$ cat src/hdl/fbpm_pkg.sv
// fbpm_pkg: shared types and constants for the fixed buffer pool manager
// no dependencies; imported by every module of the block
`default_nettype none

package fbpm_pkg;

   localparam int KIND_W    = 2;
   localparam int STATUS_W  = 2;
   localparam int REQ_LEN_W = 16;

   typedef enum logic [KIND_W-1:0] {
      KIND_ALLOC  = 2'd0,
      KIND_FREE   = 2'd1,
      KIND_APPEND = 2'd2,
      KIND_NONE   = 2'd3
   } kind_type;

   typedef enum logic [STATUS_W-1:0] {
      ST_OK        = 2'd0,
      ST_EMPTY     = 2'd1,
      ST_NOT_ALLOC = 2'd2
   } status_type;

   // decoded request as it travels from front end to back end
   typedef struct packed {
      kind_type op;
      logic     in_range;
   } req_class_type;

   typedef enum logic {
      BK_IDLE = 1'b0,
      BK_EXEC = 1'b1
   } back_state_type;

endpackage

`default_nettype wire

$ cat src/hdl/fbpm_front.sv
// fbpm_front: request acceptance and classification into the request queue
// depends on fbpm_pkg
`default_nettype none

module fbpm_front #(
   parameter int NUM_BUFFERS = 64,
   parameter int IDW         = 6
) (
   input  wire logic                           start,
   output      logic                           busy,
   input  wire logic [fbpm_pkg::KIND_W-1:0]    req_kind,
   input  wire logic [IDW-1:0]                 req_buffer_id,
   input  wire logic [fbpm_pkg::REQ_LEN_W-1:0] req_append_len,
   input  wire logic                           q_full,
   output      logic                           q_push,
   output      fbpm_pkg::req_class_type        q_cls,
   output      logic [IDW-1:0]                 q_id,
   output      logic [fbpm_pkg::REQ_LEN_W-1:0] q_len
);
   import fbpm_pkg::*;

   always_comb begin
      busy            = q_full;
      q_push          = start && !q_full;
      q_cls.op        = kind_type'(req_kind);
      // ids past the pool size count as never allocated
      q_cls.in_range  = ((IDW+1)'(req_buffer_id) < (IDW+1)'(NUM_BUFFERS));
      q_id            = req_buffer_id;
      q_len           = req_append_len;
   end

endmodule

`default_nettype wire

$ cat src/hdl/fbpm_queue.sv
// fbpm_queue: two-entry request queue between front end and back end
// depends on fbpm_pkg
`default_nettype none

module fbpm_queue #(
   parameter int IDW = 6
) (
   input  wire logic                           clock,
   input  wire logic                           reset,
   input  wire logic                           push,
   input  wire fbpm_pkg::req_class_type        push_cls,
   input  wire logic [IDW-1:0]                 push_id,
   input  wire logic [fbpm_pkg::REQ_LEN_W-1:0] push_len,
   input  wire logic                           pop,
   output      logic                           full,
   output      logic                           empty,
   output      fbpm_pkg::req_class_type        head_cls,
   output      logic [IDW-1:0]                 head_id,
   output      logic [fbpm_pkg::REQ_LEN_W-1:0] head_len
);
   import fbpm_pkg::*;

   localparam int DEPTH = 2;

   req_class_type              cls_ff [DEPTH];
   logic [IDW-1:0]             id_ff  [DEPTH];
   logic [REQ_LEN_W-1:0]       len_ff [DEPTH];
   logic                       wr_ptr_ff, wr_ptr_in;
   logic                       rd_ptr_ff, rd_ptr_in;
   logic [1:0]                 count_ff, count_in;

   always_comb begin
      full      = (count_ff == 2'(DEPTH));
      empty     = (count_ff == 2'd0);
      head_cls  = cls_ff[rd_ptr_ff];
      head_id   = id_ff[rd_ptr_ff];
      head_len  = len_ff[rd_ptr_ff];
      wr_ptr_in = push ? !wr_ptr_ff : wr_ptr_ff;
      rd_ptr_in = pop ? !rd_ptr_ff : rd_ptr_ff;
      count_in  = count_ff + 2'(push) - 2'(pop);
   end

   always_ff @(posedge clock) begin
      if (reset) begin
         wr_ptr_ff <= 1'b0;
         rd_ptr_ff <= 1'b0;
         count_ff  <= 2'd0;
      end else begin
         wr_ptr_ff <= wr_ptr_in;
         rd_ptr_ff <= rd_ptr_in;
         count_ff  <= count_in;
      end
   end

   always_ff @(posedge clock) begin
      if (push) begin
         cls_ff[wr_ptr_ff] <= push_cls;
         id_ff[wr_ptr_ff]  <= push_id;
         len_ff[wr_ptr_ff] <= push_len;
      end
   end

endmodule

`default_nettype wire

$ cat src/hdl/fbpm_back.sv
// fbpm_back: executes requests against the free stack, in-use bits and fill lengths
// depends on fbpm_pkg; holds the free stack and fill length memories
`default_nettype none

module fbpm_back #(
   parameter int NUM_BUFFERS  = 64,
   parameter int BUFFER_BYTES = 2048,
   parameter int IDW          = 6,
   parameter int CNTW         = 7,
   parameter int LENW         = 12
) (
   input  wire logic                           clock,
   input  wire logic                           reset,
   input  wire logic                           q_empty,
   input  wire fbpm_pkg::req_class_type        q_cls,
   input  wire logic [IDW-1:0]                 q_id,
   input  wire logic [fbpm_pkg::REQ_LEN_W-1:0] q_len,
   output      logic                           q_pop,
   output      logic                           rsp_valid,
   output      logic [fbpm_pkg::STATUS_W-1:0]  rsp_status,
   output      logic [IDW-1:0]                 rsp_granted_id,
   output      logic [LENW-1:0]                rsp_write_offset,
   output      logic [LENW-1:0]                rsp_copied_len,
   output      logic [CNTW-1:0]                rsp_free_count
);
   import fbpm_pkg::*;

   localparam int SLOTS = 1 << IDW;
   localparam int CMPW  = (LENW > REQ_LEN_W) ? LENW : REQ_LEN_W;

   logic [IDW-1:0]   stack_mem [SLOTS];
   logic [LENW-1:0]  fill_mem  [SLOTS];

   back_state_type   state_ff, state_in;
   logic [CNTW-1:0]  top_ff, top_in;
   // stack entries below the low mark were never written and still hold their index
   logic [CNTW-1:0]  low_ff, low_in;
   logic [SLOTS-1:0] in_use_ff, in_use_in;

   req_class_type    cur_cls_ff;
   logic [IDW-1:0]   cur_id_ff;
   logic [REQ_LEN_W-1:0] cur_len_ff;
   logic [IDW-1:0]   stack_rd_ff;
   logic             stack_fresh_ff;
   logic [LENW-1:0]  fill_rd_ff;

   logic             rsp_valid_ff, rsp_valid_in;
   status_type       status_ff, status_in;
   logic [IDW-1:0]   granted_ff, granted_in;
   logic [LENW-1:0]  offset_ff, offset_in;
   logic [LENW-1:0]  copied_ff, copied_in;
   logic [CNTW-1:0]  count_ff, count_in;

   logic [CNTW-1:0]  top_dec;
   logic [IDW-1:0]   stack_ra;
   logic [IDW-1:0]   pop_id;
   logic             id_alloc;
   logic [CMPW-1:0]  fill_x, room, want, take;
   logic             stack_we, fill_we;
   logic [IDW-1:0]   stack_wa, fill_wa;
   logic [IDW-1:0]   stack_wd;
   logic [LENW-1:0]  fill_wd;

   always_comb begin
      top_dec   = top_ff - CNTW'(1);
      stack_ra  = top_dec[IDW-1:0];
      pop_id    = stack_fresh_ff ? stack_ra : stack_rd_ff;
      id_alloc  = cur_cls_ff.in_range && in_use_ff[cur_id_ff];
      fill_x    = CMPW'(fill_rd_ff);
      room      = (fill_x < CMPW'(BUFFER_BYTES)) ? CMPW'(BUFFER_BYTES) - fill_x : '0;
      want      = CMPW'(cur_len_ff);
      take      = (want < room) ? want : room;

      state_in     = state_ff;
      top_in       = top_ff;
      low_in       = low_ff;
      in_use_in    = in_use_ff;
      q_pop        = 1'b0;
      stack_we     = 1'b0;
      stack_wa     = top_ff[IDW-1:0];
      stack_wd     = cur_id_ff;
      fill_we      = 1'b0;
      fill_wa      = cur_id_ff;
      fill_wd      = '0;
      rsp_valid_in = 1'b0;
      status_in    = status_ff;
      granted_in   = granted_ff;
      offset_in    = offset_ff;
      copied_in    = copied_ff;
      count_in     = count_ff;

      case (state_ff)
         BK_IDLE: begin
            if (!q_empty) begin
               q_pop    = 1'b1;
               state_in = BK_EXEC;
            end
         end
         BK_EXEC: begin
            state_in     = BK_IDLE;
            rsp_valid_in = 1'b1;
            status_in    = ST_OK;
            granted_in   = '0;
            offset_in    = '0;
            copied_in    = '0;
            case (cur_cls_ff.op)
               KIND_ALLOC: begin
                  if (top_ff == '0) begin
                     status_in = ST_EMPTY;
                  end else begin
                     top_in            = top_dec;
                     low_in            = (top_dec < low_ff) ? top_dec : low_ff;
                     in_use_in[pop_id] = 1'b1;
                     fill_we           = 1'b1;
                     fill_wa           = pop_id;
                     fill_wd           = '0;
                     granted_in        = pop_id;
                  end
               end
               KIND_FREE: begin
                  if (!id_alloc || top_ff >= CNTW'(NUM_BUFFERS)) begin
                     status_in = ST_NOT_ALLOC;
                  end else begin
                     in_use_in[cur_id_ff] = 1'b0;
                     stack_we             = 1'b1;
                     top_in               = top_ff + CNTW'(1);
                  end
               end
               KIND_APPEND: begin
                  if (!id_alloc) begin
                     status_in = ST_NOT_ALLOC;
                  end else begin
                     fill_we   = 1'b1;
                     fill_wd   = LENW'(fill_x + take);
                     offset_in = fill_rd_ff;
                     copied_in = LENW'(take);
                  end
               end
               default: begin
               end
            endcase
            count_in = top_in;
         end
         default: state_in = BK_IDLE;
      endcase

      rsp_valid        = rsp_valid_ff;
      rsp_status       = status_ff;
      rsp_granted_id   = granted_ff;
      rsp_write_offset = offset_ff;
      rsp_copied_len   = copied_ff;
      rsp_free_count   = count_ff;
   end

   always_ff @(posedge clock) begin
      if (reset) begin
         state_ff     <= BK_IDLE;
         top_ff       <= CNTW'(NUM_BUFFERS);
         low_ff       <= CNTW'(NUM_BUFFERS);
         in_use_ff    <= '0;
         rsp_valid_ff <= 1'b0;
      end else begin
         state_ff     <= state_in;
         top_ff       <= top_in;
         low_ff       <= low_in;
         in_use_ff    <= in_use_in;
         rsp_valid_ff <= rsp_valid_in;
      end
   end

   always_ff @(posedge clock) begin
      status_ff  <= status_in;
      granted_ff <= granted_in;
      offset_ff  <= offset_in;
      copied_ff  <= copied_in;
      count_ff   <= count_in;
      if (q_pop) begin
         cur_cls_ff     <= q_cls;
         cur_id_ff      <= q_id;
         cur_len_ff     <= q_len;
         stack_rd_ff    <= stack_mem[stack_ra];
         stack_fresh_ff <= (top_ff <= low_ff);
         fill_rd_ff     <= fill_mem[q_id];
      end
   end

   always_ff @(posedge clock) begin
      if (stack_we) begin
         stack_mem[stack_wa] <= stack_wd;
      end
      if (fill_we) begin
         fill_mem[fill_wa] <= fill_wd;
      end
   end

endmodule

`default_nettype wire

$ cat src/hdl/fixed_buffer_pool_manager_top.sv
// fixed_buffer_pool_manager_top: lifo buffer pool allocator, front end, queue and back end
// depends on fbpm_pkg, fbpm_front, fbpm_queue, fbpm_back
//
//   channel   direction  handshake              payload
//   request   in         start high, busy low   req_kind, req_buffer_id, req_append_len
//   result    out        rsp_valid, one cycle   rsp_status, rsp_granted_id,
//                                               rsp_write_offset, rsp_copied_len,
//                                               rsp_free_count
//
// the back end handles each request as a registered read of the free stack and fill
// length memories, then an update, and takes no new request until that update is
// done; when idle a request passes the queue entry, the back end's read registers
// and the result registers before its result is on the ports.
// a two-entry queue takes requests while the back end works; busy is the queue full.
// results cannot be held off. synchronous reset returns all buffers to the pool
// with no clearing pass.
`default_nettype none

module fixed_buffer_pool_manager_top #(
   parameter int NUM_BUFFERS  = 64,
   parameter int BUFFER_BYTES = 2048
) (
   input  wire logic                                        clock,
   input  wire logic                                        reset,
   input  wire logic                                        start,
   output      logic                                        busy,
   input  wire logic [fbpm_pkg::KIND_W-1:0]                 req_kind,
   input  wire logic [$clog2(NUM_BUFFERS)-1:0]              req_buffer_id,
   input  wire logic [fbpm_pkg::REQ_LEN_W-1:0]              req_append_len,
   output      logic                                        rsp_valid,
   output      logic [fbpm_pkg::STATUS_W-1:0]               rsp_status,
   output      logic [$clog2(NUM_BUFFERS)-1:0]              rsp_granted_id,
   output      logic [$clog2(BUFFER_BYTES+1)-1:0]           rsp_write_offset,
   output      logic [$clog2(BUFFER_BYTES+1)-1:0]           rsp_copied_len,
   output      logic [$clog2(NUM_BUFFERS+1)-1:0]            rsp_free_count
);
   import fbpm_pkg::*;

   localparam int IDW  = $clog2(NUM_BUFFERS);
   localparam int CNTW = $clog2(NUM_BUFFERS + 1);
   localparam int LENW = $clog2(BUFFER_BYTES + 1);

   logic                 q_full, q_empty, q_push, q_pop;
   req_class_type        push_cls, head_cls;
   logic [IDW-1:0]       push_id, head_id;
   logic [REQ_LEN_W-1:0] push_len, head_len;

   fbpm_front #(
      .NUM_BUFFERS (NUM_BUFFERS),
      .IDW         (IDW)
   ) u_front (
      .start          (start),
      .busy           (busy),
      .req_kind       (req_kind),
      .req_buffer_id  (req_buffer_id),
      .req_append_len (req_append_len),
      .q_full         (q_full),
      .q_push         (q_push),
      .q_cls          (push_cls),
      .q_id           (push_id),
      .q_len          (push_len)
   );

   fbpm_queue #(
      .IDW (IDW)
   ) u_queue (
      .clock    (clock),
      .reset    (reset),
      .push     (q_push),
      .push_cls (push_cls),
      .push_id  (push_id),
      .push_len (push_len),
      .pop      (q_pop),
      .full     (q_full),
      .empty    (q_empty),
      .head_cls (head_cls),
      .head_id  (head_id),
      .head_len (head_len)
   );

   fbpm_back #(
      .NUM_BUFFERS  (NUM_BUFFERS),
      .BUFFER_BYTES (BUFFER_BYTES),
      .IDW          (IDW),
      .CNTW         (CNTW),
      .LENW         (LENW)
   ) u_back (
      .clock            (clock),
      .reset            (reset),
      .q_empty          (q_empty),
      .q_cls            (head_cls),
      .q_id             (head_id),
      .q_len            (head_len),
      .q_pop            (q_pop),
      .rsp_valid        (rsp_valid),
      .rsp_status       (rsp_status),
      .rsp_granted_id   (rsp_granted_id),
      .rsp_write_offset (rsp_write_offset),
      .rsp_copied_len   (rsp_copied_len),
      .rsp_free_count   (rsp_free_count)
   );

   // the back end never returns results on consecutive cycles
   a_rsp_spacing: assert property (@(posedge clock) disable iff (reset)
      rsp_valid |=> !rsp_valid)
      else $error("back-to-back results");

   a_count_bound: assert property (@(posedge clock) disable iff (reset)
      rsp_valid |-> (rsp_free_count <= CNTW'(NUM_BUFFERS)))
      else $error("free count beyond pool size");

   a_empty_result: assert property (@(posedge clock) disable iff (reset)
      (rsp_valid && rsp_status == ST_EMPTY) |->
         (rsp_free_count == '0 && rsp_granted_id == '0))
      else $error("empty pool result inconsistent");

   // a pop from the queue always follows an entry that was pushed earlier
   a_pop_nonempty: assert property (@(posedge clock) disable iff (reset)
      q_pop |-> !q_empty)
      else $error("queue popped while empty");

endmodule

`default_nettype wire
$ cat config.mk
export PLATFORM = sky130hd
export DESIGN_NAME = fixed_buffer_pool_manager_top
export DESIGN_NICKNAME = d
export VERILOG_FILES = /design/src/hdl/fbpm_pkg.sv /design/src/hdl/fbpm_front.sv /design/src/hdl/fbpm_queue.sv /design/src/hdl/fbpm_back.sv /design/src/hdl/fixed_buffer_pool_manager_top.sv
export SDC_FILE = /design/constraint.sdc
export NUM_CORES = 2
export LEC_CHECK = 0
export BUFFER_PORTS_ARGS = -buffer_cell sky130_fd_sc_hd__buf_2
export CORE_AREA = 4 4 298 358
export DETAILED_ROUTE_END_ITERATION = 16
export DIE_AREA = 0 0 302 362
export PLACE_DENSITY = 0.73
export SYNTH_ARGS = -nofsm -noshare
export SYNTH_HDL_FRONTEND = slang
export SYNTH_SLANG_ARGS = --single-unit
$ cat constraint.sdc
create_clock -name clock -period 8.25 [get_ports clock]
set_input_delay 0.4125 -clock clock [delete_from_list [all_inputs] [get_ports clock]]
set_output_delay 0.4125 -clock clock [all_outputs]
set_load 0.02 [all_outputs]
Word level (Yosys, flattened, before mapping)
Memory sizes are Yosys's and may differ from the RTL's. A register that Yosys moved wholly into a read port is not among the register bits.
Cells that the tools add are included.
{ "word_totals": {"reg_bits": 131, "ram_bits": 1200, "in_bits": 27, "output_inout_bits": 41, "word_cells": 108, "memories": 5} }
{ "memory_table": {"columns": ["name", "words", "word_bits", "read_ports", "rd_ports_with_merged_regs", "wr", "line_no", "text"], "rows": [
  ["u_back.fill_mem", 64, 12, 1, 1, 1, "fbpm_back.sv:32", "logic [LENW-1:0] fill_mem [SLOTS];"],
  ["u_back.stack_mem", 64, 6, 1, 1, 1, "fbpm_back.sv:31", "logic [IDW-1:0] stack_mem [SLOTS];"],
  ["u_queue.len_ff", 2, 16, 1, 1, 1, "fbpm_queue.sv:27", "logic [REQ_LEN_W-1:0] len_ff [DEPTH];"],
  ["u_queue.id_ff", 2, 6, 1, 1, 1, "fbpm_queue.sv:26", "logic [IDW-1:0] id_ff [DEPTH];"],
  ["u_queue.cls_ff", 2, 2, 1, 1, 1, "fbpm_queue.sv:25", "req_class_type cls_ff [DEPTH];"]
]} }
{ "op_classes": {"n_addsub": 6, "magnitude_cmp": 9, "eq_ne": 5, "mux": 44, "bitwise": 6, "reduce_logical": 17} }
{ "ops": {"columns": ["op", "n"], "rows": [
  ["64-bit two-way mux", 2],
  ["64-bit case mux with 2 select lines", 1],
  ["64-bit bitwise AND", 1],
  ["64-bit inverter", 1],
  ["64-bit OR", 1],
  ["12-bit two-way mux", 4],
  ["6-bit two-way mux", 4],
  ["1-bit two-way mux", 21],
  ["16-bit less-than comparator", 1],
  ["16-bit two-way mux", 1],
  ["6-bit by 7-bit less-than comparator with 1-bit output (second input constant)", 2],
  ["7-bit two-way mux", 2],
  ["7-bit case mux with 2 select lines", 1],
  ["12-bit by 12-bit subtractor with 13-bit output (first input constant)", 1],
  ["12-bit adder", 1],
  ["1-bit demux with 6-bit select", 2],
  ["6-bit by 1-bit >= comparator with 1-bit output (second input constant)", 2],
  ["12-bit less-than comparator (second input constant)", 1],
  ["4-bit AND reduction", 2],
  ["7-bit by 1-bit adder with 7-bit output (second input constant)", 1],
  ["7-bit >= comparator (second input constant)", 1],
  ["7-bit <= comparator", 1],
  ["7-bit zero test", 1],
  ["7-bit less-than comparator", 1],
  ["other kinds (18)", 31]
]} }

Longest topological paths before layout
{ "logic_depth": {"word_depth": 10, "mapped_depth": 28, "ltp_nobuf": 27} }

By module
From an unflattened synthesis, not the netlist that was laid out.
{ "hier_totals": {"hier_cells": 2904, "hier_area_um2": 56136.3} }
{ "modules_own_cells": {"columns": ["module", "instances", "cells_each", "area_each_um2", "seq_area_each_um2"], "rows": [
  ["fbpm_back", 1, 2777, 53797.8, 38687.1],
  ["fbpm_queue", 1, 99, 2125.8, 1601.5],
  ["fbpm_front", 1, 28, 212.7, 0.0]
]} }

Least setup slack after synthesis
Ideal clock, no wire load.
{ "synth_timing": {"path_kind": "flip-flop to flip-flop", "startpoint": "register u_back.fill_rd_ff[7], read port of u_back.fill_mem", "endpoint": "memory u_back.fill_mem[0][11] (data pin)", "setup_time_ns": 0.767, "t_arrival_ns": 8.218, "t_required_ns": 7.483, "setup_slack_ns": -0.736, "path_stages_with_launch": 25, "synth_period_minus_slack_ns": 8.986, "path_cell_list": "edfxtp_1 nor4_1 nand4b_1 o21ai_0 clkbuf_1 and3_1 inv_1 ha_1 and4_1 a221o_1 a221o_1 nor3_1 clkbuf_1 nor2_1 a21oi_1 inv_1 ha_1 a211o_1 a21oi_1 o21ai_0 a211oi_1 o21bai_1 a21oi_1 nor2_1 a311oi_1"} }
{ "synth_via": {"elab_chain_cells": 8} }
{ "synth_lines": {"columns": ["item", "line_no", "text"], "rows": [
  ["from (decl)", "fbpm_back.sv:45", "logic [LENW-1:0] fill_rd_ff;"],
  ["12-bit by 12-bit subtractor with 13-bit output / 12-bit less-than comparator (equally long branches)", "fbpm_back.sv:70", "room = (fill_x < CMPW'(BUFFER_BYTES)) ? CMPW'(BUFFER_BYTES) - fill_x : '0;"],
  ["16-bit two-way mux *", "fbpm_back.sv:70", null],
  ["16-bit less-than comparator", "fbpm_back.sv:72", "take = (want < room) ? want : room;"],
  ["12-bit two-way mux *", "fbpm_back.sv:72", null],
  ["via u_back.take[1]", "fbpm_back.sv:58", "logic [CMPW-1:0] fill_x, room, want, take;"],
  ["12-bit adder *", "fbpm_back.sv:134", "fill_wd = LENW'(fill_x + take);"],
  ["12-bit two-way mux *", "fbpm_back.sv:130", "if (!id_alloc) begin"],
  ["12-bit two-way mux *", null, null],
  ["12-bit two-way mux *", "fbpm_back.sv:92", "case (state_ff)"],
  ["via u_back.fill_wd[11]", "fbpm_back.sv:62", "logic [LENW-1:0] fill_wd;"],
  ["to (decl)", "fbpm_back.sv:32", null]
]} }
Mark *: on every way through the listed nets, which the timed path passes. The rest lies on a longest branch.

Worst setup path after layout
{ "layout_timing": {"startpoint": "register u_back.fill_rd_ff[1], read port of u_back.fill_mem", "endpoint": "memory u_back.fill_mem[59][11] (data pin)"} }
The elaborated chain is that of the path after synthesis.

==> flow_summary.ini <==
[global_route]
grt_pass1_wl_mm = 215.6
grt_pass1_vias = 35310
antenna_found_initial = 1
overflow = 0
grtUsageTotal_pct = 25.94
grt_max_degree = 138

[floorplan]
rows = 129
die_h_um = 362
core-area_sq_mm = 0.1030
io_pins = 68
die_w_um = 302
initial_core_util_pct = 54.83
fp.dieArea_sq_mm = 0.1093

[hold_path]
hold_path_class = in -> reg

[timing]
finalSetupViolCount = 0
slew_viol_final = 0
fmax_ghz = 0.1454
tightest_slew_ns = 1.365
tns_ns = 0
slew_headroom_pct = 8.771
rsz0062_at_grt = no
finalHoldViolCount = 0
min_period_ns = 6.877
skew_ns = 0.03348
final.period_utilization_pct = 83.36

[power_and_ir_drop]
powerDensity_mw_per_mm2 = 309.7
ir_drop_mv = 0.2358
p_leak_nw = 21.84

[clock_tree]
root_buffer = clkbuf_16
cts_tree = built
clk_pin_slew_ns = 0.06
insertion_delay_ns = 0.75
clock-sinks = 1367
cts_setup_buffers = 0
clock_path_buffers = 3
cts.htree.levels = 4
cts_made_buffers = 134

[routing]
drtPass1Iterations = 6
vias = 36170
ant_nets = 0
totalWireLength_mm = 142.4
vias_per_cell = 6.298
initialDrtViolationCount = 4314
drcViolationCount = 0
wl_per_cell_um = 24.79

[logic_synthesis]
yosysUniqueCellTypes = 72
avgSynthCellArea_sq_um = 13.46
synth_edf_count = 1282
ys_seq_elements = 1367
syn-num-nets = 4268
ys.flop_type = edfxtp_1
synthCells = 4195
ys_async_sr_fraction_pct = 0
syn_area_sq_mm = 0.05646
yosysSeqAreaShare_pct = 71.20
synth_warnings = 0

[worst_setup_path]
crit_fanout = 64
worst_setup_path_end_kind = flip-flop
critPathRequiredTime_ns = 8.68
criticalPathCategory = reg -> reg
cp_data_arrival_time_ns = 7.30
start_kind = flip-flop

[cells_and_area]
final_common_cell = edfxtp_1
fin_util_pct = 61.52
drive_gt1_share_pct = 13.26
area_delta_synth_final_pct = 12.21
fin_area_sq_mm = 0.06335
final_cell_mix = edfxtp_1, nand2_1, nand3_1
layout.nets = 4338

[placement]
place_hpwl_mm = 82.73
dpl-instance-area_sq_mm = 0.05876
port_buffers = 67
place_congestion = 0.8901

[status]
outcome = finished, final reports clean

[run]
maxCapViolCount = 0
-- repair_timing --
item | 4_1_cts | 5_1_grt
gates resized for setup | 0 | 0
endpoints found under the hold margin | 48 | 0
hold buffers | 24 | 0
-- where the power goes --
group,switching [mW],total (mW),internal (mW),leakage (nW)
sequential,0.248,8.35,8.11,13.9
clock,2.53,6.04,3.51,2.14
combinational,3.76,5.22,1.46,5.78
total,6.54,19.6,13.1,21.8
-- final timing paths --
check	slack (ns)	cells past startpoint	endpoint	from
min	0.09	4	u_queue.wr_ptr_ff	start
max reg2reg	1.37	27	u_back.fill_mem[59][11]	u_back.fill_rd_ff[1]
max	1.37	27	u_back.fill_mem[59][11]	u_back.fill_rd_ff[1]
min reg2reg	0.48	2	u_back.in_use_ff[11]	u_back.in_use_ff[11]
-- synthesized netlist by cell type (all sizes together) (7+ instances only) --
master	n	area share, %
mux4	100	4.0
a21oi	69	0.61
a21o	9	0.12
nand2	946	6.3
edfxtp	1282	68
and2	26	0.29
nor4	43	0.48
a221o	9	0.16
nor3	56	0.50
clkbuf	220	1.5
mux2	25	0.50
dfxtp	85	3.0
ha	45	1.0
or3	9	0.10
nor2	136	0.90
nor2b	7	0.078
nor3b	8	0.11
mux2i	13	0.23
nand3	436	3.9
and3b	8	0.12
o21ai	88	0.78
and3	78	0.86
o32ai	17	0.28
inv	65	0.43
xnor2	15	0.23
o311ai	42	0.65
a211oi	24	0.32
o21a	9	0.12
buf	63	0.56
a311oi	142	2.2
a31oi	38	0.43
nand2b	16	0.18
o211ai	7	0.093
-- cell type report --
class / instances / area, sq um
timing repair buffer: 217 / 1579
tap: 1375 / 1720
sequential: 1367 / 40200
clock inverter: 74 / 730.7
fill: 7585 / 39620
inverter: 67 / 264.0
clock buffer: 164 / 3602
multi-input combinational: 2478 / 15250
antenna: 1 / 2.502
-- sequential cells by signal, summed over array words and instances, names as in the netlist, 12 cells and up, named ones only --
name	flops
u_back.fill_mem	768
u_back.stack_mem	384
u_back.in_use_ff	64
u_queue.len_ff	32
u_back.cur_len_ff	16
u_back.fill_rd_ff	12
u_back.rsp_copied_len	12
u_back.rsp_write_offset	12
u_queue.id_ff	12
-- kinds of logic after synthesis --
logic type,Yosys count,synth area share [%]
flops,1367,71.20
fa+ha+maj,46,1.033
mux,138,4.718
buf+inv,350,2.466
compound gates,485,6.223
xor+xnor,20,0.3102
simple gates,1789,14.05
-- routing by layer --
metal | wire, um | part of all wire [%] | vias up | track usage, %
li1 | - | - | 15990 | -
met4 | 6836 | 4.8 | 0 | 12.04
met5 | 0 | 0 | - | 0
met2 | 71390 | 50 | 1880 | 43.39
met3 | 11710 | 8.2 | 367 | 4.023
met1 | 52450 | 37 | 17930 | 33.61
-- worst max-delay path: stages (launching register included) --
cell and delay [ns]:
edfxtp_1 0.41, inv_1 0.15, ha_1 0.19, nand2b_1 0.14, nor4_1 0.72, nand3b_1 0.15
o31ai_1 0.11, a21o_1 0.18, inv_1 0.05, ha_1 0.30, nand2_1 0.06, nor3_1 0.32
o2111ai_1 0.16, a21oi_1 0.18, nor3_2 0.06, buf_4 0.21, a21oi_1 0.32, inv_1 0.08
ha_1 0.29, a211o_1 0.35, a21oi_1 0.23, o21ai_0 0.19, a211oi_1 0.38, o21bai_1 0.14
a21oi_1 0.16, nor2_1 0.09, a311oi_4 0.28, buf_4 0.56
-- through the flow --
| stage | power, mW | hold slack, ns | std cells | setup slack, ns |
|---|---|---|---|---|
| after floorplan | 11.67 | 0.4543 | 4195 | 0.1710 |
| after global placement | 13.51 | 0.4680 | 5478 | 1.680 |
| after detailed placement | 13.60 | 0.4702 | 5478 | 1.529 |
| after CTS | 19.61 | 0.06113 | 5740 | 1.468 |
| after global routing | 20.37 | 0.1183 | 5742 | 0.7912 |
| final | 19.62 | 0.09396 | 5743 | 1.373 |
No activity file was read; power rests on OpenSTA's default activity.
